==> config.mk <==
export PLATFORM = sky130hd
export DESIGN_NAME = stepper_ramp_pulse_generator
export DESIGN_NICKNAME = d
export VERILOG_FILES = /design/src/rtl/srpg_pkg.sv /design/src/rtl/stepper_ramp_pulse_generator.sv
export SDC_FILE = /design/constraint.sdc
export NUM_CORES = 1
export LEC_CHECK = 0
export BUFFER_PORTS_ARGS = -buffer_cell sky130_fd_sc_hd__buf_2
export CAP_MARGIN = 20
export CORE_MARGIN = 2
export CORE_UTILIZATION = 40
export DETAILED_ROUTE_END_ITERATION = 7
export PLACE_DENSITY = 0.6
export SYNTH_ARGS = -nofsm -noshare
export SYNTH_HDL_FRONTEND = slang
export SYNTH_SLANG_ARGS = --single-unit
==> constraint.sdc <==
create_clock -name aclk -period 9.2 [get_ports aclk]
set_clock_uncertainty 0.2 [all_clocks]
set_input_delay 0 -clock aclk [delete_from_list [all_inputs] [get_ports aclk]]
set_output_delay 0 -clock aclk [all_outputs]
set_load 0.01 [all_outputs]
==> src/rtl/srpg_pkg.sv <==
`timescale 1ns / 1ps
// ----------------------------------------------------------------------------
// srpg_pkg
// Types, widths and small lookup functions for the stepper ramp pulse generator.
// ----------------------------------------------------------------------------
package srpg_pkg;

    localparam int STEP_W   = 16;              // step counter width
    localparam int HP_W     = 14;              // base half-period width
    localparam int H_W      = 15;              // effective half-period / tick counter
    localparam int SLOPE_W  = 7;
    localparam int MODE_W   = 2;
    localparam int DIV_DW   = STEP_W + 15;     // dividend: 2*S*num + Q
    localparam int DIV_VW   = STEP_W + 1;      // divisor: 2*Q
    localparam int DIV_CW   = $clog2(DIV_DW + 1);
    localparam int PROD_W   = STEP_W + HP_W;

    localparam logic [HP_W-1:0]    LIMIT_RESET = 14'd10000;
    localparam logic [SLOPE_W-1:0] SLOPE_MAX   = 7'd100;

    // microstep divisor codes and pin encodings (bit0 = M0, bit1 = M1)
    localparam logic [7:0]        USTEP_8   = 8'd8;
    localparam logic [7:0]        USTEP_16  = 8'd16;
    localparam logic [7:0]        USTEP_32  = 8'd32;
    localparam logic [MODE_W-1:0] MODE_8    = 2'b00;
    localparam logic [MODE_W-1:0] MODE_16   = 2'b11;
    localparam logic [MODE_W-1:0] MODE_32   = 2'b01;
    localparam logic [MODE_W-1:0] MODE_64   = 2'b10;

    localparam logic OP_TICK  = 1'b0;
    localparam logic OP_START = 1'b1;

    typedef struct packed {
        logic        op;
        logic [15:0] move_steps;
        logic [13:0] half_period_us;
        logic [6:0]  slope_percent;
        logic        direction;
        logic [7:0]  step_mode;
        logic        hold;
        logic        estop;
    } in_word_t;

    typedef struct packed {
        logic       step_level;
        logic       dir_level;
        logic       drive_enabled;
        logic [1:0] mode_bits;
        logic       busy_res;
        logic       aborted;
    } out_word_t;

    function automatic logic [MODE_W-1:0] mode_of(input logic [7:0] m);
        logic [MODE_W-1:0] r;
        case (m)
            USTEP_8:  r = MODE_8;
            USTEP_16: r = MODE_16;
            USTEP_32: r = MODE_32;
            default:  r = MODE_64;
        endcase
        return r;
    endfunction

    // floor(100 / slope) for slope 1..100 (slope already clamped)
    function automatic logic [SLOPE_W-1:0] ramp_div_of(input logic [SLOPE_W-1:0] s);
        logic [SLOPE_W-1:0] r;
        if (s <= 7'd1)       r = 7'd100;
        else if (s == 7'd2)  r = 7'd50;
        else if (s == 7'd3)  r = 7'd33;
        else if (s == 7'd4)  r = 7'd25;
        else if (s == 7'd5)  r = 7'd20;
        else if (s == 7'd6)  r = 7'd16;
        else if (s == 7'd7)  r = 7'd14;
        else if (s == 7'd8)  r = 7'd12;
        else if (s == 7'd9)  r = 7'd11;
        else if (s == 7'd10) r = 7'd10;
        else if (s == 7'd11) r = 7'd9;
        else if (s == 7'd12) r = 7'd8;
        else if (s <= 7'd14) r = 7'd7;
        else if (s <= 7'd16) r = 7'd6;
        else if (s <= 7'd20) r = 7'd5;
        else if (s <= 7'd25) r = 7'd4;
        else if (s <= 7'd33) r = 7'd3;
        else if (s <= 7'd50) r = 7'd2;
        else                 r = 7'd1;
        return r;
    endfunction

endpackage

==> src/rtl/stepper_ramp_pulse_generator.sv <==
`timescale 1ns / 1ps
// ----------------------------------------------------------------------------
// stepper_ramp_pulse_generator
// Step/dir pulse generator with a linear speed ramp, one shared divider.
// ----------------------------------------------------------------------------
// Usage:
//  - Input channel (s_valid/s_ready/s_data): each word is either a 1 us tick
//    (op = 0) or a start-move command (op = 1). estop is sampled on every word.
//  - Result channel (m_valid/m_ready/m_data): exactly one word per input word,
//    giving the pin levels (step, dir, enable, mode, busy, aborted) after it.
//  - cfg_wr_en/cfg_wr_data write the half-period clamp; write only while idle.
//  - One word at a time. A tick that ends a step inside a ramp recomputes the
//    half-period through the multiplier and the bit-serial divider. A start
//    with a ramp runs the divider for the ramp length, then, if that is not
//    zero, for the first half-period. The divider loop yields one quotient
//    bit per cycle, DIV_DW bits in all.
//  - s_ready is high only in the idle state. A finished result waits in the
//    output register; if the receiver stalls the next word may still be taken
//    and processed, and it holds in the done state until the slot frees up.
//  - Reset: idle, drive disabled, step pin low, limit = 10000, no result held.
// ----------------------------------------------------------------------------
module stepper_ramp_pulse_generator
    import srpg_pkg::*;
(
    input  logic             aclk,
    input  logic             aresetn,
    input  logic             cfg_wr_en,
    input  logic [HP_W-1:0]  cfg_wr_data,
    input  logic             s_valid,
    output logic             s_ready,
    input  in_word_t         s_data,
    output logic             m_valid,
    input  logic             m_ready,
    output out_word_t        m_data
);

    typedef enum logic [2:0] {
        S_IDLE,
        S_EXEC,
        S_HALF,
        S_MUL,
        S_DLD,
        S_DIV,
        S_DONE
    } state_t;

    state_t              state_reg;
    in_word_t            in_reg;
    logic [HP_W-1:0]     limit_reg;

    // move state
    logic [STEP_W-1:0]   step_index_reg;
    logic [STEP_W-1:0]   total_steps_reg;
    logic [HP_W-1:0]     base_hp_reg;
    logic [STEP_W-1:0]   ramp_len_reg;
    logic [H_W-1:0]      cur_hp_reg;
    logic [H_W-1:0]      tick_reg;
    logic                phase_high_reg;
    logic                busy_reg;
    logic                en_reg;
    logic                dir_reg;
    logic                hold_reg;
    logic                abort_reg;
    logic [MODE_W-1:0]   mode_reg;

    // ramp arithmetic
    logic [STEP_W-1:0]   num_reg;
    logic [PROD_W-1:0]   prod_reg;
    logic [DIV_DW-1:0]   dq_reg;        // dividend shifting out, quotient shifting in
    logic [DIV_VW-1:0]   rem_reg;
    logic [DIV_VW-1:0]   dvs_reg;
    logic [DIV_CW-1:0]   cnt_reg;
    logic                div_ramp_reg;  // 1: ramp length divide, 0: half-period divide

    logic                m_valid_reg;
    out_word_t           out_reg;

    // combinational helpers
    logic [HP_W-1:0]     s_clamp;
    logic [SLOPE_W-1:0]  slope_c;
    logic [STEP_W-1:0]   steps_in;
    logic [MODE_W-1:0]   mode_in;
    logic [H_W-1:0]      tick_inc;
    logic [STEP_W-1:0]   idx_inc;
    logic [STEP_W+1:0]   i2, q2, n2, left2, num_w;
    logic [DIV_VW:0]     rem_sh, trial;
    logic                div_ge;
    logic [DIV_DW-1:0]   quot;
    logic [H_W:0]        h_sum;
    logic [H_W-1:0]      base_min1;
    logic                out_free;

    always_comb begin
        s_clamp   = (in_reg.half_period_us > limit_reg) ? limit_reg : in_reg.half_period_us;
        slope_c   = (in_reg.slope_percent > SLOPE_MAX) ? SLOPE_MAX : in_reg.slope_percent;
        steps_in  = STEP_W'(in_reg.move_steps);
        mode_in   = mode_of(in_reg.step_mode);
        tick_inc  = tick_reg + H_W'(1);
        idx_inc   = step_index_reg + STEP_W'(1);

        // distance into the ramp: accel at the start, decel at the end
        i2    = {1'b0, step_index_reg, 1'b0};
        q2    = {2'b00, ramp_len_reg};
        n2    = {1'b0, total_steps_reg, 1'b0};
        left2 = {1'b0, total_steps_reg - step_index_reg, 1'b0};
        num_w = '0;
        if (q2 > i2) begin
            num_w = q2 - i2;
        end
        if (i2 + q2 > n2) begin
            num_w = q2 - left2;
        end

        // restoring divider step
        rem_sh = {rem_reg, dq_reg[DIV_DW-1]};
        trial  = rem_sh - {1'b0, dvs_reg};
        div_ge = ~trial[DIV_VW];
        quot   = {dq_reg[DIV_DW-2:0], div_ge};

        h_sum     = {1'b0, H_W'(base_hp_reg)} + {1'b0, quot[H_W-1:0]};
        base_min1 = (base_hp_reg == '0) ? H_W'(1) : H_W'(base_hp_reg);

        out_free  = ~m_valid_reg | m_ready;
    end

    assign s_ready = (state_reg == S_IDLE);
    assign m_valid = m_valid_reg;
    assign m_data  = out_reg;

    always_ff @(posedge aclk) begin
        if (!aresetn) begin
            state_reg       <= S_IDLE;
            limit_reg       <= LIMIT_RESET;
            step_index_reg  <= '0;
            total_steps_reg <= '0;
            base_hp_reg     <= '0;
            ramp_len_reg    <= '0;
            cur_hp_reg      <= '0;
            tick_reg        <= '0;
            phase_high_reg  <= 1'b0;
            busy_reg        <= 1'b0;
            en_reg          <= 1'b0;
            dir_reg         <= 1'b0;
            hold_reg        <= 1'b0;
            abort_reg       <= 1'b0;
            mode_reg        <= '0;
            div_ramp_reg    <= 1'b0;
            m_valid_reg     <= 1'b0;
        end else begin
            if (cfg_wr_en) begin
                limit_reg <= cfg_wr_data;
            end
            // the done state reloads the slot itself
            if (m_valid_reg && m_ready && state_reg != S_DONE) begin
                m_valid_reg <= 1'b0;
            end

            case (state_reg)
                S_IDLE: begin
                    if (s_valid) begin
                        in_reg    <= s_data;
                        state_reg <= S_EXEC;
                    end
                end

                S_EXEC: begin
                    if (in_reg.estop) begin
                        busy_reg <= 1'b0;
                        en_reg   <= 1'b0;
                        if (busy_reg || in_reg.op == OP_START) begin
                            abort_reg <= 1'b1;
                        end
                        if (in_reg.op == OP_START) begin
                            // latch pins, start nothing
                            dir_reg  <= in_reg.direction;
                            hold_reg <= in_reg.hold;
                            mode_reg <= mode_in;
                        end
                        state_reg <= S_DONE;
                    end else if (in_reg.op == OP_START) begin
                        if (!busy_reg) begin
                            dir_reg         <= in_reg.direction;
                            hold_reg        <= in_reg.hold;
                            mode_reg        <= mode_in;
                            abort_reg       <= 1'b0;
                            total_steps_reg <= steps_in;
                            base_hp_reg     <= s_clamp;
                            step_index_reg  <= '0;
                            tick_reg        <= '0;
                            if (steps_in == '0) begin
                                ramp_len_reg <= '0;
                                en_reg       <= in_reg.hold;
                                busy_reg     <= 1'b0;
                                state_reg    <= S_DONE;
                            end else begin
                                en_reg         <= 1'b1;
                                busy_reg       <= 1'b1;
                                phase_high_reg <= 1'b0;
                                if (slope_c == '0) begin
                                    ramp_len_reg <= '0;
                                    state_reg    <= S_HALF;
                                end else begin
                                    dq_reg       <= DIV_DW'(steps_in);
                                    rem_reg      <= '0;
                                    dvs_reg      <= DIV_VW'(ramp_div_of(slope_c));
                                    cnt_reg      <= DIV_CW'(DIV_DW - 1);
                                    div_ramp_reg <= 1'b1;
                                    state_reg    <= S_DIV;
                                end
                            end
                        end else begin
                            state_reg <= S_DONE;
                        end
                    end else if (busy_reg) begin
                        // tick
                        if (tick_inc < cur_hp_reg) begin
                            tick_reg  <= tick_inc;
                            state_reg <= S_DONE;
                        end else begin
                            tick_reg <= '0;
                            if (!phase_high_reg) begin
                                phase_high_reg <= 1'b1;
                                state_reg      <= S_DONE;
                            end else begin
                                step_index_reg <= idx_inc;
                                if (idx_inc >= total_steps_reg) begin
                                    busy_reg <= 1'b0;
                                    if (!hold_reg) begin
                                        en_reg <= 1'b0;
                                    end
                                    state_reg <= S_DONE;
                                end else begin
                                    phase_high_reg <= 1'b0;
                                    state_reg      <= S_HALF;
                                end
                            end
                        end
                    end else begin
                        state_reg <= S_DONE;
                    end
                end

                S_HALF: begin
                    if (num_w == '0) begin
                        cur_hp_reg <= base_min1;
                        state_reg  <= S_DONE;
                    end else begin
                        num_reg   <= num_w[STEP_W-1:0];
                        state_reg <= S_MUL;
                    end
                end

                S_MUL: begin
                    prod_reg  <= PROD_W'(base_hp_reg) * PROD_W'(num_reg);
                    state_reg <= S_DLD;
                end

                S_DLD: begin
                    // round(S*num/Q) = floor((2*S*num + Q) / (2*Q))
                    dq_reg       <= {prod_reg, 1'b0} + DIV_DW'(ramp_len_reg);
                    rem_reg      <= '0;
                    dvs_reg      <= {ramp_len_reg, 1'b0};
                    cnt_reg      <= DIV_CW'(DIV_DW - 1);
                    div_ramp_reg <= 1'b0;
                    state_reg    <= S_DIV;
                end

                S_DIV: begin
                    dq_reg  <= quot;
                    rem_reg <= div_ge ? trial[DIV_VW-1:0] : rem_sh[DIV_VW-1:0];
                    cnt_reg <= cnt_reg - DIV_CW'(1);
                    if (cnt_reg == '0) begin
                        if (div_ramp_reg) begin
                            ramp_len_reg <= quot[STEP_W-1:0];
                            state_reg    <= S_HALF;
                        end else begin
                            cur_hp_reg <= (h_sum[H_W-1:0] == '0) ? H_W'(1) : h_sum[H_W-1:0];
                            state_reg  <= S_DONE;
                        end
                    end
                end

                S_DONE: begin
                    if (out_free) begin
                        out_reg.step_level    <= phase_high_reg;
                        out_reg.dir_level     <= dir_reg;
                        out_reg.drive_enabled <= en_reg;
                        out_reg.mode_bits     <= mode_reg;
                        out_reg.busy_res      <= busy_reg;
                        out_reg.aborted       <= abort_reg;
                        m_valid_reg           <= 1'b1;
                        state_reg             <= S_IDLE;
                    end
                end

                default: begin
                    state_reg <= S_IDLE;
                end
            endcase
        end
    end

endmodule
==> results of run 1 <==
[power by group through the flow]
stage | Combinational [uW] | Sequential [uW] | Clock, uW
after detailed placement | 2740 | 1880 | 0
after floorplan | 2120 | 1730 | 0
after CTS | 2820 | 1850 | 1540
after global routing | 3170 | 1880 | 1590
final | 2820 | 1850 | 1510
after global placement | 2690 | 1870 | 0
[stage by stage]
stage                     worst slack (ns)  area, sq um  instances
final                                1.864        29830       3914
after global routing                 1.498        29830       3914
after CTS                            1.910        29800       3913
after detailed placement             1.922        27120       3702
after global placement               2.053        27120       3702
after floorplan                      2.590        25950       2869
[logic make-up (layout without fill, tap and decap cells)]
family                     after synthesis  after routing  synth area share [%]
buffers and inverters                  453            643                 6.668
muxes                                   46             46                 1.784
AOI/OAI and AO/OA                      584            584                 14.60
xor gates and xnor gates               149            149                 5.028
DFF                                    291            291                 29.08
and+or+nand+nor                        911            911                 16.89
adders and majority gates              435            435                 25.95
[layout make-up]
| cell class | instances | area, sq um |
|---|---|---|
| flip-flops and latches | 291 | 7547 |
| multi-input cells | 2125 | 16710 |
| fillers | 6048 | 34520 |
| clock inverters | 23 | 247.7 |
| inverters | 332 | 1247 |
| well taps | 855 | 1070 |
| clock buffers | 47 | 1015 |
| repair buffers | 241 | 1992 |
[Yosys cell counts, types with 7 or more instances]
master / count / area share, %
sky130_fd_sc_hd__inv_1: 330 / 4.8
sky130_fd_sc_hd__nand2_1: 316 / 4.6
sky130_fd_sc_hd__ha_1: 263 / 13
sky130_fd_sc_hd__nor2_1: 190 / 2.7
sky130_fd_sc_hd__a21oi_1: 188 / 3.6
sky130_fd_sc_hd__edfxtp_1: 172 / 20
sky130_fd_sc_hd__fa_1: 172 / 13
sky130_fd_sc_hd__dfxtp_1: 119 / 9.2
sky130_fd_sc_hd__o21ai_0: 112 / 2.2
sky130_fd_sc_hd__xnor2_1: 111 / 3.7
sky130_fd_sc_hd__and2_1: 103 / 2.5
sky130_fd_sc_hd__clkbuf_1: 96 / 1.4
sky130_fd_sc_hd__nor3_1: 63 / 1.2
sky130_fd_sc_hd__nand3_1: 56 / 1.1
sky130_fd_sc_hd__a21o_1: 44 / 1.3
sky130_fd_sc_hd__mux2i_1: 44 / 1.7
sky130_fd_sc_hd__and3_1: 39 / 0.94
sky130_fd_sc_hd__xor2_1: 38 / 1.3
sky130_fd_sc_hd__nor2b_1: 27 / 0.65
sky130_fd_sc_hd__o21a_1: 25 / 0.72
sky130_fd_sc_hd__a22oi_1: 23 / 0.67
sky130_fd_sc_hd__or3_1: 23 / 0.55
sky130_fd_sc_hd__nand2b_1: 20 / 0.48
sky130_fd_sc_hd__nor4_1: 19 / 0.46
sky130_fd_sc_hd__o21bai_1: 19 / 0.55
sky130_fd_sc_hd__a31oi_1: 18 / 0.43
sky130_fd_sc_hd__nand4_1: 17 / 0.41
sky130_fd_sc_hd__o31ai_1: 15 / 0.43
sky130_fd_sc_hd__a211oi_1: 13 / 0.38
sky130_fd_sc_hd__o211ai_1: 13 / 0.38
sky130_fd_sc_hd__o22ai_1: 13 / 0.31
sky130_fd_sc_hd__buf_1: 12 / 0.17
sky130_fd_sc_hd__o21ai_1: 11 / 0.21
sky130_fd_sc_hd__a311oi_1: 10 / 0.34
sky130_fd_sc_hd__buf_2: 8 / 0.15
sky130_fd_sc_hd__nor3b_1: 7 / 0.20
sky130_fd_sc_hd__o2111ai_1: 7 / 0.24
[critical path, cell delays in order (launching register included)]
cell	delay [ns]
sky130_fd_sc_hd__dfxtp_1	0.62
sky130_fd_sc_hd__and2_1	0.32
sky130_fd_sc_hd__fa_1	0.53
sky130_fd_sc_hd__inv_1	0.05
sky130_fd_sc_hd__fa_1	0.55
sky130_fd_sc_hd__inv_1	0.06
sky130_fd_sc_hd__fa_1	0.52
sky130_fd_sc_hd__fa_1	0.44
sky130_fd_sc_hd__fa_1	0.54
sky130_fd_sc_hd__inv_1	0.05
sky130_fd_sc_hd__fa_1	0.53
sky130_fd_sc_hd__inv_1	0.04
sky130_fd_sc_hd__ha_1	0.34
sky130_fd_sc_hd__a21o_1	0.18
sky130_fd_sc_hd__a21o_1	0.20
sky130_fd_sc_hd__a21o_1	0.19
sky130_fd_sc_hd__a221oi_1	0.49
sky130_fd_sc_hd__o21ai_1	0.20
sky130_fd_sc_hd__o41a_1	0.40
sky130_fd_sc_hd__a21boi_1	0.25
sky130_fd_sc_hd__o21bai_1	0.09
sky130_fd_sc_hd__a21oi_1	0.19
sky130_fd_sc_hd__xnor2_1	0.09
[final timing paths]
kind                        from           end  slack [ns]
setup / recovery  base_hp_reg[4]  prod_reg[24]        1.86
hold / removal           m_ready       m_valid        0.22
setup reg to reg  base_hp_reg[4]  prod_reg[24]        1.86
hold reg to reg      mode_reg[0]     m_data[2]        0.23
[per-layer routing]
| layer | global-route usage [%] | share of wire, % | up-vias |
|---|---|---|---|
| li1 | - | - | 10180 |
| met1 | 28.84 | 43 | 10500 |
| met2 | 36.58 | 47 | 606 |
| met3 | 3.922 | 5.9 | 143 |
| met4 | 8.510 | 4.0 | 0 |
| met5 | 0 | 0 | - |
[repair_timing]
item                      in CTS  in global routing
buffers inserted               0                  0
hold endpoints to repair      93                  0
hold buffers                 141                  0
==> flow_metrics.env, run 1 <==
export IMPL_layout_core_utilization_pct=46.35
export IMPL_max_cap_violations=0
export IMPL_detail_route_drc_violations=0
export IMPL_power_uw=6188
export IMPL_timing_setup_tns_ns=0
export IMPL_die_height_um=258.7
export IMPL_clock_buffer_depth=3
export IMPL_total_wire_length_after_detailed_routing_um=73770
export IMPL_synth_async_reset_ratio_pct=0
export IMPL_finalWeightedCongestion=0.9055
export IMPL_worstPathMaxFanout=20
export IMPL_number_of_instances_resized_during_post_cts_repair=0
export IMPL_ys_warnings_count=0
export IMPL_num_antenna_cells=0
export IMPL_comb_power_share_pct=45.6
export IMPL_hold_violations=0
export IMPL_proportion_of_layout_cells_with_a_drive_suffix_above_1_pct=6.603
export IMPL_p_int_uw=3636
export IMPL_maxSlewHeadroom_pct=24.39
export IMPL_end_kind="register"
export IMPL_tritoncts_clock_tree="done"
export IMPL_detailedRoute_firstPassIterationCount=5
export IMPL_largest_reg_flops=33
export IMPL_ys_seq_elements=291
export IMPL_share_clk_of_total_power_pct=24.4
export IMPL_ys_dominant_reg_cell="sky130_fd_sc_hd__edfxtp_1"
export IMPL_holdWs_ns=0.2152
export IMPL_grt_pass1_wl_um=117400
export IMPL_timing_worst_setup_path_type="reg2reg"
export IMPL_detailedPlacementHpwl_um=54210
export IMPL_initial_antenna_violation_count=0
export IMPL_worst_setup_hold_path_clk_slew_ns=0.06
export IMPL_finalNetCount=3532
export IMPL_post_synth_num_cell_types=93
export IMPL_run_status="finished, final reports clean"
export IMPL_reg2regPathDepth=22
export IMPL_p_per_area_nw_per_um2=207.5
export IMPL_power_switching_share_pct=41.25
export IMPL_critical_path_startpoint_type="register"
export IMPL_required_ns=9.30
export IMPL_synthesis_instances=2869
export IMPL_layout_commonest_cell="sky130_fd_sc_hd__inv_1"
export IMPL_grt_ovfl_total=0
export IMPL_numCtsBuffers=38
export IMPL_floorplan_initialDensity_pct=40.33
export IMPL_number_of_input_and_output_port_buffers_inserted=76
export IMPL_netSwitchingPower_uw=2552
export IMPL_setup_viol_count_final=0
export IMPL_grt_setup_unrepaired="no"
export IMPL_synth_area_sq_um=25950
export IMPL_layout_min_cycle_time_ns=7.336
export IMPL_max_slew_worst_pin_slew_ns=1.127
export IMPL_clk_root_buffer_cell="sky130_fd_sc_hd__clkbuf_16"
export IMPL_chipWidth_um=258.7
export IMPL_cts_htree_levels=2
export IMPL_post_synth_cell_area_avg_sq_um=9.046
export IMPL_leakagePower_uw=0.01289
export IMPL_via_count_of_the_first_global_routing_pass=21640
export IMPL_ir_drop_uv=164.0
export IMPL_num_vias=21430
export IMPL_syn_num_nets=3372
export IMPL_grt_start_max_net_pins=62
export IMPL_insertion_delay_ns=0.58
export IMPL_hp_class="in2reg"
export IMPL_drt_iter0_drc=1552
export IMPL_core_rowCount=93
export IMPL_finalCritPeriodShare_pct=79.74
export IMPL_whs_path_depth=4
export IMPL_synth_edff_count=172
export IMPL_io_pin_count=77
export IMPL_synth_seq_area_share_pct=29.08
export IMPL_viasPerCell=5.475
export IMPL_syn_to_final_growth_pct=14.93
export IMPL_seqPwrFrac_pct=30.0
export IMPL_final_max_slew_violation_count=0
export IMPL_track_usage_pct=22.13
export IMPL_fmax_ghz=0.1363
export IMPL_worst_endpoint_arrival_ns=7.44
export IMPL_postRouteAntennaNets=0
export IMPL_cts_num_sinks=291
export IMPL_avgRoutedWirePerCell_um=18.85
export IMPL_fp_coreArea_sq_um=64350
export IMPL_layout_cells_most_common_list="sky130_fd_sc_hd__inv_1 (330), sky130_fd_sc_hd__nand2_1 (316), sky130_fd_sc_hd__ha_1 (263), sky130_fd_sc_hd__a21oi_1 (188), sky130_fd_sc_hd__nor2_1 (188)"
export IMPL_die_area_sq_um=66930
No activity file was read; power rests on OpenSTA's default activity.
==> run 2: changes to the inputs <==
--- a/config.mk
+++ b/config.mk
@@ -10,7 +10,7 @@
 export CORE_MARGIN = 2
 export CORE_UTILIZATION = 40
 export DETAILED_ROUTE_END_ITERATION = 7
-export PLACE_DENSITY = 0.6
+export PLACE_DENSITY = 0.62
 export SYNTH_ARGS = -nofsm -noshare
 export SYNTH_HDL_FRONTEND = slang
 export SYNTH_SLANG_ARGS = --single-unit
==> constraint.sdc (replaced) <==
create_clock -name aclk -period 5.95 [get_ports aclk]
set_clock_uncertainty 0.2 [all_clocks]
set_input_delay 0 -clock aclk [delete_from_list [all_inputs] [get_ports aclk]]
set_output_delay 0 -clock aclk [all_outputs]
set_load 0.01 [all_outputs]
==> run 2 against run 1 <==
Net effect: the run now ends with setup timing left; via count rose by 2.6%; die area is the same; total power grew 65%; clock power increased by 52%; highest routed layer unchanged; largest cell class unchanged; flip-flop and latch count unchanged; routed wire length down 0.30%; sequential share of layout area decreased by 1.3 points; worst hold slack lost 0.17 ns; core utilization up 2.6 points.
==> flow_metrics.env, run 2 (synthesized netlist as in run 1, its figures left out) <==
export IMPL_fillCellCount=5850
export IMPL_floorplan_initialDensity_pct=40.33
export IMPL_final_max_slew_violation_count=0
export IMPL_drt_iter0_drc=1809
export IMPL_io_pin_count=77
export IMPL_setup_viol_count_final=13
export IMPL_largest_reg_flops=33
export IMPL_whs_path_depth=2
export IMPL_layout_cells_most_common_list="sky130_fd_sc_hd__inv_1 (322), sky130_fd_sc_hd__nand2_1 (314), sky130_fd_sc_hd__ha_1 (255), sky130_fd_sc_hd__nor2_1 (187), sky130_fd_sc_hd__a21oi_1 (183)"
export IMPL_finalCritPeriodShare_pct=107.8
export IMPL_worst_endpoint_arrival_ns=6.50
export IMPL_power_uw=10190
export IMPL_initial_antenna_violation_count=0
export IMPL_avgRoutedWirePerCell_um=18.05
export IMPL_num_vias=21990
export IMPL_grt_start_max_net_pins=66
export IMPL_detail_route_drc_violations=0
export IMPL_postRouteAntennaNets=0
export IMPL_grt_setup_unrepaired="yes"
export IMPL_timing_worst_setup_path_type="reg2reg"
export IMPL_timing_rr_end="prod_reg[24]"
export IMPL_rr_startpoint="num_reg[8]"
export IMPL_insertion_delay_ns=0.55
export IMPL_max_cap_violations=0
export IMPL_number_of_input_and_output_port_buffers_inserted=76
export IMPL_final_area_sq_um=31490
export IMPL_die_area_sq_um=66930
export IMPL_grt_ovfl_total=0
export IMPL_critical_path_startpoint_type="register"
export IMPL_viasPerCell=5.396
export IMPL_place_area_sq_um=28520
export IMPL_post_route_worst_setup_slack_ns=-0.4613
export IMPL_p_per_area_nw_per_um2=323.5
export IMPL_layout_core_utilization_pct=48.94
export IMPL_worst_setup_hold_path_clk_slew_ns=0.06
export IMPL_chipWidth_um=258.7
export IMPL_cts_num_sinks=291
export IMPL_proportion_of_layout_cells_with_a_drive_suffix_above_1_pct=13.39
export IMPL_holdWs_ns=0.04780
export IMPL_finalNetCount=3695
export IMPL_regToRegSetupSlack_ns=-0.46
export IMPL_end_kind="register"
export IMPL_total_wire_length_after_detailed_routing_um=73550
export IMPL_termination_of_the_worst_setup_path="prod_reg[24]"
export IMPL_required_ns=6.04
export IMPL_layout_commonest_cell="sky130_fd_sc_hd__inv_1"
export IMPL_layout_min_cycle_time_ns=6.411
export IMPL_timing_setup_tns_ns=-3.521
export IMPL_clk_root_buffer_cell="sky130_fd_sc_hd__clkbuf_16"
export IMPL_core_rowCount=93
export IMPL_ir_drop_uv=178.3
export IMPL_tritoncts_clock_tree="done"
export IMPL_worstPathMaxFanout=3
export IMPL_numCtsBuffers=36
export IMPL_grt_pass1_wl_um=118700
export IMPL_detailedRoute_firstPassIterationCount=5
export IMPL_via_count_of_the_first_global_routing_pass=22300
export IMPL_maxSlewHeadroom_pct=31.70
export IMPL_hp_class="in2reg"
export IMPL_fp_coreArea_sq_um=64350
export IMPL_cts_htree_levels=2
export IMPL_run_status="complete, but fails checks"
export IMPL_die_height_um=258.7
export IMPL_reg2regPathDepth=22
export IMPL_leakagePower_uw=0.01385
export IMPL_finalWeightedCongestion=0.9851
export IMPL_violations="setup timing"
export IMPL_track_usage_pct=22.07
export IMPL_clock_buffer_depth=3
export IMPL_fmax_ghz=0.1560
export IMPL_hold_violations=0
export IMPL_detailedPlacementHpwl_um=56380
export IMPL_max_slew_worst_pin_slew_ns=1.020
export IMPL_syn_to_final_growth_pct=21.35
export IMPL_worstSetupStartpoint="num_reg[8]"
==> run 2: changes by cell type in the layout (fill, tap and decap cells not counted), sizes merged, moves of 3 or more <==
cell,change
clkinvlp,-3
clkbuf,+4
dlygate4sd3,-4
buf,+169
clkinv,-8
==> run 2: worst max-delay path, stage by stage, from the launching register on <==
cell and delay (ns):
sky130_fd_sc_hd__edfxtp_1 0.45, sky130_fd_sc_hd__and2_4 0.20, sky130_fd_sc_hd__fa_1 0.55, sky130_fd_sc_hd__inv_2 0.04
sky130_fd_sc_hd__fa_1 0.50, sky130_fd_sc_hd__inv_1 0.05, sky130_fd_sc_hd__fa_1 0.49, sky130_fd_sc_hd__fa_1 0.43
sky130_fd_sc_hd__fa_1 0.53, sky130_fd_sc_hd__inv_2 0.04, sky130_fd_sc_hd__fa_1 0.50, sky130_fd_sc_hd__inv_2 0.05
sky130_fd_sc_hd__ha_4 0.21, sky130_fd_sc_hd__a21o_1 0.17, sky130_fd_sc_hd__a21o_1 0.20, sky130_fd_sc_hd__a21o_1 0.19
sky130_fd_sc_hd__a221oi_2 0.33, sky130_fd_sc_hd__o21ai_2 0.10, sky130_fd_sc_hd__o41a_1 0.40, sky130_fd_sc_hd__a21boi_2 0.18
sky130_fd_sc_hd__o21bai_1 0.09, sky130_fd_sc_hd__a21oi_1 0.15, sky130_fd_sc_hd__xnor2_1 0.09
==> run 2: how the worst min path moves through the flow <==
stage              endpoint  slack, ns  startpoint
2_1_floorplan     in_reg[0]      -0.10   s_data[0]
3_3_place_gp     in_reg[16]      -0.02  s_data[16]
3_5_place_dp     in_reg[27]      -0.02  s_data[27]
4_1_cts        steps_in[12]       0.02  s_data[44]
5_1_grt        steps_in[12]       0.04  s_data[44]
6_report       steps_in[12]       0.05  s_data[44]
==> run 2: cell type report <==
| class | instances | area, sq um | share of cell area, % |
|---|---|---|---|
| multi-input cells | 2125 | 17030 | 54.09 |
| flip-flops and latches | 291 | 7551 | 23.98 |
| repair buffers | 406 | 3372 | 10.71 |
| inverters | 332 | 1247 | 3.961 |
| well taps | 855 | 1070 | 3.397 |
| clock buffers | 51 | 1017 | 3.230 |
| clock inverters | 14 | 198.9 | 0.6317 |
| diodes | 1 | 2.502 | 0.007946 |
==> run 2: power breakdown <==
part           leakage [uW]  switching [uW]  internal (uW)
clock network      0.000596             915           1380
registers           0.00254             259           2530
logic                0.0107            2890           2220
total                0.0138            4060           6130
==> run 2: layer usage <==
layer / track usage (%) / vias up / wire (um)
met1: 28.23 / 10720 / 31100
met2: 37.57 / 611 / 35470
li1: - / 10520 / -
met4: 8.943 / 0 / 2985
met3: 3.061 / 141 / 4000
met5: 0 / - / 0
==> run 2: what timing repair did <==
item,in CTS,in global routing
gates resized for setup,12,51
hold buffers,137,0
endpoints found under the hold margin,108,0
pin swaps,11,27
endpoints found under the setup margin,12,49
buffers inserted,7,13
==> run 2: stage by stage <==
step,setup WS (ns),std cells
2_1_floorplan,-0.2457,2869
3_3_place_gp,-0.4123,3855
3_5_place_dp,-0.5187,3856
4_1_cts,-0.4531,4064
5_1_grt,-0.6939,4074
6_report,-0.4613,4075
